File: src/hw/rtl/rba_pkg.sv
// ----------------------------------------------------------------------------
// rba_pkg: shared definitions for the run bitmap allocator
// Default sizes, request and result codes, controller/datapath interface.
// ----------------------------------------------------------------------------
package rba_pkg;

	localparam int unsigned LEAF_BITS_DEF = 32;
	localparam int unsigned MAX_SLOTS_DEF = 4096;

	localparam int unsigned ST_W = 2;
	localparam logic [ST_W-1:0] ST_DONE    = 2'd0;
	localparam logic [ST_W-1:0] ST_NOSPACE = 2'd1;
	localparam logic [ST_W-1:0] ST_BAD     = 2'd2;

	localparam logic FN_ALLOC = 1'b0;
	localparam logic FN_FREE  = 1'b1;

	typedef struct packed {
		logic            sweep_start;
		logic            load;
		logic            step;
		logic            init_wr;
		logic            free_wr;
		logic            hit_latch;
		logic            alloc_commit;
		logic            free_commit;
		logic            set_res;
		logic [ST_W-1:0] res_code;
		logic            out_load;
	} ctl_cmd_t;

	typedef struct packed {
		logic req_bad;
		logic req_long;
		logic func;
		logic ptr_last;
		logic s1_valid;
		logic s1_last;
		logic hit;
		logic out_free;
	} dp_stat_t;

endpackage

File: src/hw/rtl/rba_ctrl.sv
// ----------------------------------------------------------------------------
// rba_ctrl: sequencing controller
// Runs the clearing sweep, the first-fit scan, the free sweep and result hand-off.
// ----------------------------------------------------------------------------
module rba_ctrl (
	input  logic               clk,
	input  logic               arst_n,
	input  logic               in_valid,
	output logic               in_stall,
	input  logic               cfg_valid,
	output logic               cfg_ready,
	input  rba_pkg::dp_stat_t  st,
	output rba_pkg::ctl_cmd_t  cmd
);
	import rba_pkg::*;

	localparam logic [2:0] S_INIT  = 3'd0;
	localparam logic [2:0] S_IDLE  = 3'd1;
	localparam logic [2:0] S_CHECK = 3'd2;
	localparam logic [2:0] S_ALLOC = 3'd3;
	localparam logic [2:0] S_AHIT  = 3'd4;
	localparam logic [2:0] S_FREE  = 3'd5;
	localparam logic [2:0] S_FIN   = 3'd6;

	logic [2:0] state_q;
	logic [2:0] state_d;

	// A pending configuration write wins over a request word, so the request
	// is held off in that cycle rather than dropped.
	assign in_stall  = (state_q != S_IDLE) || cfg_valid;
	assign cfg_ready = (state_q == S_IDLE) || (state_q == S_INIT);

	always_comb begin
		cmd     = '0;
		state_d = state_q;
		case (state_q)
			S_INIT: begin
				cmd.init_wr = 1'b1;
				if (st.ptr_last) state_d = S_IDLE;
			end
			S_IDLE: begin
				if (in_valid) begin
					cmd.load        = 1'b1;
					cmd.sweep_start = 1'b1;
					state_d         = S_CHECK;
				end
			end
			S_CHECK: begin
				if (st.req_bad) begin
					cmd.set_res  = 1'b1;
					cmd.res_code = ST_BAD;
					state_d      = S_FIN;
				end else if (st.func == FN_ALLOC && st.req_long) begin
					cmd.set_res  = 1'b1;
					cmd.res_code = ST_NOSPACE;
					state_d      = S_FIN;
				end else begin
					cmd.step = 1'b1;
					state_d  = (st.func == FN_FREE) ? S_FREE : S_ALLOC;
				end
			end
			S_ALLOC: begin
				cmd.step = 1'b1;
				if (st.s1_valid && st.hit) begin
					cmd.hit_latch = 1'b1;
					state_d       = S_AHIT;
				end else if (st.s1_valid && st.s1_last) begin
					cmd.set_res  = 1'b1;
					cmd.res_code = ST_NOSPACE;
					state_d      = S_FIN;
				end
			end
			S_AHIT: begin
				cmd.alloc_commit = 1'b1;
				state_d          = S_FIN;
			end
			S_FREE: begin
				cmd.step    = 1'b1;
				cmd.free_wr = 1'b1;
				if (st.s1_valid && st.s1_last) begin
					cmd.free_commit = 1'b1;
					state_d         = S_FIN;
				end
			end
			S_FIN: begin
				if (st.out_free) begin
					cmd.out_load = 1'b1;
					state_d      = S_IDLE;
				end
			end
			default: begin
				state_d = S_INIT;
			end
		endcase
		// A new slot count restarts the clearing sweep.
		if (cfg_valid && cfg_ready) begin
			cmd         = '0;
			cmd.sweep_start = 1'b1;
			state_d     = S_INIT;
		end
	end

	always_ff @(posedge clk or negedge arst_n) begin
		if (!arst_n) begin
			state_q <= S_INIT;
		end else begin
			state_q <= state_d;
		end
	end

	assert property (@(posedge clk) disable iff (!arst_n)
		cmd.alloc_commit |-> $past(cmd.hit_latch))
		else $error("alloc commit without a latched hit");
	assert property (@(posedge clk) disable iff (!arst_n)
		(state_q == S_IDLE && in_valid && !(cfg_valid && cfg_ready)) |=> state_q == S_CHECK)
		else $error("accepted word not checked");
	assert property (@(posedge clk) disable iff (!arst_n)
		cmd.out_load |-> st.out_free)
		else $error("result loaded over an unsent word");

endmodule

File: config.mk
export PLATFORM = sky130hd
export DESIGN_NAME = rba_ctrl
export DESIGN_NICKNAME = d
export VERILOG_FILES = /design/src/hw/rtl/rba_pkg.sv /design/src/hw/rtl/rba_ctrl.sv
export SDC_FILE = /design/constraint.sdc
export NUM_CORES = 1
export LEC_CHECK = 0
export BUFFER_PORTS_ARGS = -buffer_cell sky130_fd_sc_hd__buf_4
export CAP_MARGIN = 10
export CORE_AREA = 2 2 39 41
export CTS_CLUSTER_SIZE = 12
export DETAILED_ROUTE_END_ITERATION = 10
export DIE_AREA = 0 0 41 43
export GPL_TIMING_DRIVEN = 0
export MAX_ROUTING_LAYER = met4
export SLEW_MARGIN = 5
export SYNTH_ARGS = -nofsm -noshare
export SYNTH_HDL_FRONTEND = slang
export SYNTH_SLANG_ARGS = --single-unit
File: constraint.sdc
create_clock -name clk -period 1.2 [get_ports clk]
set_clock_uncertainty 0.05 [all_clocks]
set_input_delay 0.24 -clock clk [delete_from_list [all_inputs] [get_ports clk]]
set_output_delay 0.24 -clock clk [all_outputs]
set_load 0.01 [all_outputs]
; ---- After elaboration in Yosys (flattened, before gate mapping)
; Index checks and enable logic that the tools add are counted.
[totals]
register_bits = 3
input_bits = 12
output_inout_bits = 14
wordCells = 51
[classes]
eq_ne = 10
n_mux = 30
bitwise_logic = 1
n_reduce_logical = 9
[op_table]
columns = cell, count
row1 = $mux W3, 13
row2 = $pmux W3 S7, 1
row3 = $mux W12, 1
row4 = $mux W1, 11
row5 = $eq A3 B3 Y1 const B, 3
row6 = $eq A3 B2 Y1 const B, 2
row7 = $ne A3 B2 Y1 const B, 2
row8 = $pmux W3 S2, 1
row9 = $logic_and A1 B1 Y1, 4
row10 = $mux W2, 2
row11 = $eq A3 B1 Y1 const B, 1
row12 = $logic_not A3 Y1, 1
row13 = $ne A3 B1 Y1 const B, 1
row14 = $ne A3 B3 Y1 const B, 1
row15 = $reduce_and A3 Y1, 1
row16 = $logic_or A1 B1 Y1, 2
row17 = $pmux W1 S2, 1
row18 = $reduce_or A2 Y1, 1
row19 = $not A1 Y1, 1

; ---- Logic depth before layout (Yosys ltp)
; Gate-level depths: netlist of run 1.
[logic_depth]
ltp_word = 6
ltp_mapped = 5
depth_no_buf = 4

; ---- Worst setup path before layout of run 1
; No wires, ideal clock.
[synth_timing]
path_type = reg2out
from = register state_q[0]
to = output cmd[8] in the netlist's numbering
arrival_time_ns = 1.031
required_time_ns = 0.910
slack_ns = -0.121
stages_incl_launch_ff = 4
path_buffers = 2
cell_sequence = dfrtp_1 -> buf_6 -> buf_4 -> nor4_1
[synth_rtl]
columns = item, line_no
row1 = start: declaration, rba_ctrl.sv:25  ; logic [2:0] state_q;
row2 = start signal: assignment, rba_ctrl.sv:107  ; state_q <= state_d;
row3 = end: declaration, rba_ctrl.sv:13  ; output rba_pkg::ctl_cmd_t cmd

==> flow_summary.yaml, run 1 <==
synth:
  ys_async_sr_fraction_pct: 100.0
  synth_edf_count: 0
  yosys.area.top_type: "dfrtp_1"
  synth_cell_type_count: 29
  ys_seq_area_share_pct: 18.13
  ys_top_cells_by_area: "dfrtp_1, a21oi_1, nor2_1"
  synth.most_common_cell: "nor2_1"
  synth-seq-cells: 3
  ys.flop_type: "dfrtp_1"
  synth-warning-count: 0
  syn_inst: 61
  yosys-top-cells-count: "nor2_1, a21oi_1, nand2_1"
  syn_avg_cell_area_um2: 6.789
  syn-num-nets: 73
  synth_top_area_share_pct: 18.13
  netlist_area_um2: 414.1
cells_and_area:
  fin_nets: 120
  diodes: 0
  top_register: "state_q"
  fin_util_pct: 62.03
  final_layout_size_suffix_gt1_share_pct: 55.14
  top_regs: "state_q (3)"
  fin_cells: 123
  area_growth_pct: 107.3
  largest_register_ffs: 3
route:
  drcViolationCount: 0
  vias: 614
  dr.first_iter.drc_count: 9
  ant_nets: 0
  drt_first_pass_iters: 4
  drt-vias-per-instance: 4.992
  wirelength_um: 1507
  routedWlPerCell_um: 12.25
global_route:
  grt_use_total_pct: 19.21
  antenna_found_initial: 0
  overflow: 0
  grt_max_degree: 9
  grt_pass1_vias: 548
  grt_pass1_wl_um: 2283
placement:
  dpl.hpwl_um: 943.3
  dp.cells: 102
  io_buffers: 25
  routabilityCongestion: 0.6959
sta:
  rsz0062_at_grt: "yes"
  slew_headroom_pct: 84.19
  setup_viol: 17
  final.setup.worst_slack_ns: -0.3343
  timing.fmax_mhz: 651.8
  period_minus_slack_ns: 1.534
  min_period_over_period_pct: 127.9
  tightest_slew_ns: 0.2367
  slew_violations: 0
  hold_violations: 0
clocking:
  cts.path.max_buffers: 2
  cts_made_buffers: 3
  tritoncts: "done"
  clk_pin_slew_ns: 0.03
  cts_root_buffer: "clkbuf_4"
  worstSkewPairLatency_ns: 0.23
  h-tree-depth: 1
  clkSinkCount: 3
critical_path:
  cp_data_required_time_ns: 0.91
  critPathArrivalTime_ns: 1.24
  cp-start-kind: "flop"
  r2r-end: "state_q[1]"
  crit_slowest_cell: "dfrtp_1"
  slowest_delay_ns: 0.40
  reg2reg_depth: 7
  rrSetupSlack_ns: -0.21
  cp_max_fo: 5
  timing.rr.start: "state_q[2]"
  cp_cell_sequence: "buf_6, nor3_4, and3_1, buf_4"
  endpoint_kind: "output pin"
  path_class: "flop to output pin"
hold_path:
  min-delay-start: "st[0]"
  min_path_cells: 3
  hold_path_end: "state_q[1]"
  hp-class: "input pin to flop"
die:
  dieArea_mm2: 0.001763
  pin_count: 26
  fp.dieH_um: 43
  dieWidth_um: 41
  row_count: 14
  initial_core_util_pct: 29.93
  core_area_mm2: 0.001384
status:
  violations: "negative setup slack"
  status: "finished, violations left"
run:
  cap_viol_max_count: 0
pwr:
  power_leakage_nw: 0.4176
  vdd_ir_drop_max_mv: 1.345
  power_density_mw_per_mm2: 2384
-- area by class of cell --
type | count | area, um^2
flip-flops and latches | 3 | 75.07
fillers | 141 | 525.5
well taps | 16 | 20.02
plain buffers | 4 | 45.04
clock buffers | 4 | 26.28
inverters | 1 | 3.754
repair buffers | 42 | 334.1
multi-input cells | 53 | 354.1
-- cells in the final DEF, fill, tap and decap left out, types with 2 or more instances in the layout --
cell / instances
o21bai_1: 2
dfrtp_1: 3
buf_4: 35
clkbuf_4: 3
o21ai_1: 3
nor2_4: 2
nor2_1: 7
nand2_1: 6
buf_6: 9
nor2b_1: 2
a21oi_1: 7
a31oi_1: 2
nand3_1: 3
-- per-stage QoR --
step	TNS, ns	instance area, um^2	hold slack, ns	setup slack (ns)	power [W]
4_1_cts	-4.132	813.3	0.2604	-0.3275	0.001885
3_5_place_dp	-1.110	644.4	-0.01971	-0.1716	0.001322
6_report	-4.213	858.3	0.2684	-0.3343	0.002046
5_1_grt	-5.249	858.3	0.2839	-0.3880	0.002186
2_1_floorplan	-0.08740	436.7	-0.1056	-0.04848	0.0009722
3_3_place_gp	-1.166	644.4	-0.02172	-0.1798	0.001325
-- how the worst max path moves through the flow --
| stage | start | endpoint |
|---|---|---|
| 6_report | state_q[1] | cmd[10] |
| 3_5_place_dp | state_q[0] | cmd[3] |
| 3_3_place_gp | state_q[0] | cmd[3] |
| 5_1_grt | state_q[1] | cmd[10] |
| 2_1_floorplan | state_q[0] | cmd[3] |
| 4_1_cts | state_q[0] | cmd[3] |
-- layer usage --
layer / global-route usage [%] / vias to the layer above / part of all wire, %
li1: - / 309 / -
met5: - / - / 0
met2: 30.63 / 26 / 50
met4: 8.000 / 0 / 1.3
met3: 1.571 / 4 / 6.5
met1: 23.78 / 275 / 42
-- where the power goes --
| part | internal, W | switching [W] | leakage [nW] |
|---|---|---|---|
| Combinational | 0.000911 | 0.000755 | 0.367 |
| Sequential | 0.000155 | 0.0000466 | 0.0359 |
| Clock | 0.000125 | 0.0000532 | 0.0150 |
| Total | 0.00119 | 0.000855 | 0.418 |
-- what timing repair did --
action                                  4_1_cts  5_1_grt
endpoints found under the setup margin       16       17
pin swaps                                    13        7
hold buffers                                  1        0
hold endpoints to repair                      3        0
resized for setup                            10        4
gates cloned                                  2        0
buffers inserted                             10        4
-- worst max-delay path: cells and delay by family (launching register included) --
kind	cells	cell delay (ns)
and+or+nand+nor	2	0.35
DFF	1	0.40
buffers and inverters	2	0.26
-- cell families (layout without fill, tap and decap cells) --
kind of cell	count (synthesis)	after routing	synth area share (%)
AND/OR/NAND/NOR	34	34	43.81
AO/OA/AOI/OAI	19	19	27.19
buffers and inverters	5	51	10.88
flip-flops	3	3	18.13
Power figures use the tool's default switching activity.
==> inputs of run 2 (changes only) <==
--- a/config.mk
+++ b/config.mk
@@ -13,6 +13,7 @@
 export DIE_AREA = 0 0 41 43
 export GPL_TIMING_DRIVEN = 0
 export MAX_ROUTING_LAYER = met4
+export SETUP_SLACK_MARGIN = 0.2
 export SLEW_MARGIN = 5
 export SYNTH_ARGS = -nofsm -noshare
 export SYNTH_HDL_FRONTEND = slang
==> flow_summary.yaml, run 2 (same netlist as run 1, synthesis figures left out) <==
global_route:
  grt_use_total_pct: 18.20
  antenna_found_initial: 0
  grt_pass1_wl_um: 2173
  grt_max_degree: 11
  overflow: 0
  grt_pass1_vias: 521
clocking:
  cts_made_buffers: 3
  clk_pin_slew_ns: 0.04
  cts.path.max_buffers: 2
  worstSkewPairLatency_ns: 0.23
  tritoncts: "done"
  h-tree-depth: 1
  clkSinkCount: 3
  cts_root_buffer: "clkbuf_4"
cells_and_area:
  area_growth_pct: 126.3
  fillCellCount: 116
  top_regs: "state_q (3)"
  final_common_cell: "buf_4"
  largest_register_ffs: 3
  final_cell_mix: "buf_4, buf_6, nand2_1, a21oi_1"
  fin_nets: 119
  top_register: "state_q"
  final_layout_size_suffix_gt1_share_pct: 61.32
  diodes: 0
  stdcell_area_um2: 937.1
die:
  row_count: 14
  pin_count: 26
  fp.dieH_um: 43
  dieArea_mm2: 0.001763
  dieWidth_um: 41
  core_area_mm2: 0.001384
  initial_core_util_pct: 29.93
placement:
  io_buffers: 25
  dpl.hpwl_um: 922.6
  routabilityCongestion: 0.6513
  place_area_um2: 678.2
pwr:
  seqPwrFrac_pct: 9.1
  p_sw_share_pct: 41.28
  power.share.clock_pct: 8.0
  power_density_mw_per_mm2: 2400
  intPower_w: 0.001321
  power_leakage_nw: 0.4374
  total_power_w: 0.002249
  pwr-share-comb_pct: 82.9
  vdd_ir_drop_max_mv: 1.436
  power_switching_w: 0.0009284
sta:
  period_minus_slack_ns: 1.556
  final.setup.worst_slack_ns: -0.3560
  timing.fmax_mhz: 642.7
  slew_headroom_pct: 85.85
  setup_viol: 17
  hold_slack_ns: 0.2776
  rsz0062_at_grt: "yes"
  min_period_over_period_pct: 129.7
  hold_violations: 0
  slew_violations: 0
  tightest_slew_ns: 0.2118
status:
  status: "finished, violations left"
  violations: "negative setup slack"
route:
  drt_first_pass_iters: 4
  wirelength_um: 1465
  drcViolationCount: 0
  routedWlPerCell_um: 12.01
  dr.first_iter.drc_count: 6
  ant_nets: 0
  drt-vias-per-instance: 4.910
  vias: 599
critical_path:
  cp_max_fo: 4
  cp-start-kind: "flop"
  cp_data_required_time_ns: 0.91
  critPathArrivalTime_ns: 1.27
  reg2reg_depth: 8
  path_class: "flop to output pin"
  endpoint_kind: "output pin"
run:
  cap_viol_max_count: 0
hold_path:
  hp-class: "input pin to async pin"
[run 2: cell type report]
cell class | count | area [um^2] | area share (%)
flip-flops and latches | 3 | 75.07 | 8.011
inverters | 1 | 3.754 | 0.4005
repair buffers | 41 | 367.9 | 39.25
plain buffers | 4 | 48.80 | 5.207
multi-input cells | 53 | 395.4 | 42.19
well taps | 16 | 20.02 | 2.136
clock buffers | 4 | 26.28 | 2.804
[run 2: stage by stage]
| step | util (%) | instances | setup slack [ns] | TNS (ns) |
|---|---|---|---|---|
| 2_1_floorplan | - | 61 | -0.04797 | -0.1113 |
| 3_3_place_gp | 49.01 | 102 | -0.1679 | -1.119 |
| 3_5_place_dp | 49.01 | 102 | -0.1690 | -1.181 |
| 4_1_cts | 63.47 | 119 | -0.3475 | -4.424 |
| 5_1_grt | 67.72 | 122 | -0.4166 | -5.714 |
| 6_report | 67.72 | 122 | -0.3560 | -4.691 |
[run 2: worst max-delay path, cell delays in order (launching register included)]
cell	delay, ns
dfrtp_1	0.41
buf_6	0.15
nor3_4	0.17
and3_1	0.18
buf_4	0.11
[run 2: power by group through the flow]
stage                     Combinational [W]  Sequential (W)  Clock, W
after global placement              0.00119        0.000220         0
final                               0.00187        0.000204  0.000180
after CTS                           0.00171        0.000198  0.000183
after global routing                0.00200        0.000213  0.000192
after detailed placement            0.00119        0.000222         0
after floorplan                    0.000848        0.000208         0
[run 2: path summary, 6_finish.rpt]
check,start,to,slack [ns]
max reg2reg,state_q[0],state_q[1],-0.29
min reg2reg,state_q[1],state_q[2],0.64
min in group clk,st[0],state_q[2],0.29
max in group asynchronous,arst_n,state_q[0],0.72
max,state_q[2],cmd[10],-0.36
min,arst_n,state_q[2],0.28
[run 2: per-layer routing]
layer,global-route usage [%],vias up,part of all wire [%]
met4,6.000,0,0
met2,27.81,17,53
met3,1.571,0,4.6
li1,-,309,-
met1,24.51,273,43
met5,-,-,0
[run 2: what timing repair did]
item,CTS,global route
cloned,1,0
pin swaps,9,7
setup endpoints to repair,17,17
resized for setup,13,8
endpoints found under the hold margin,3,0
buffers inserted,11,3
hold buffers,1,0
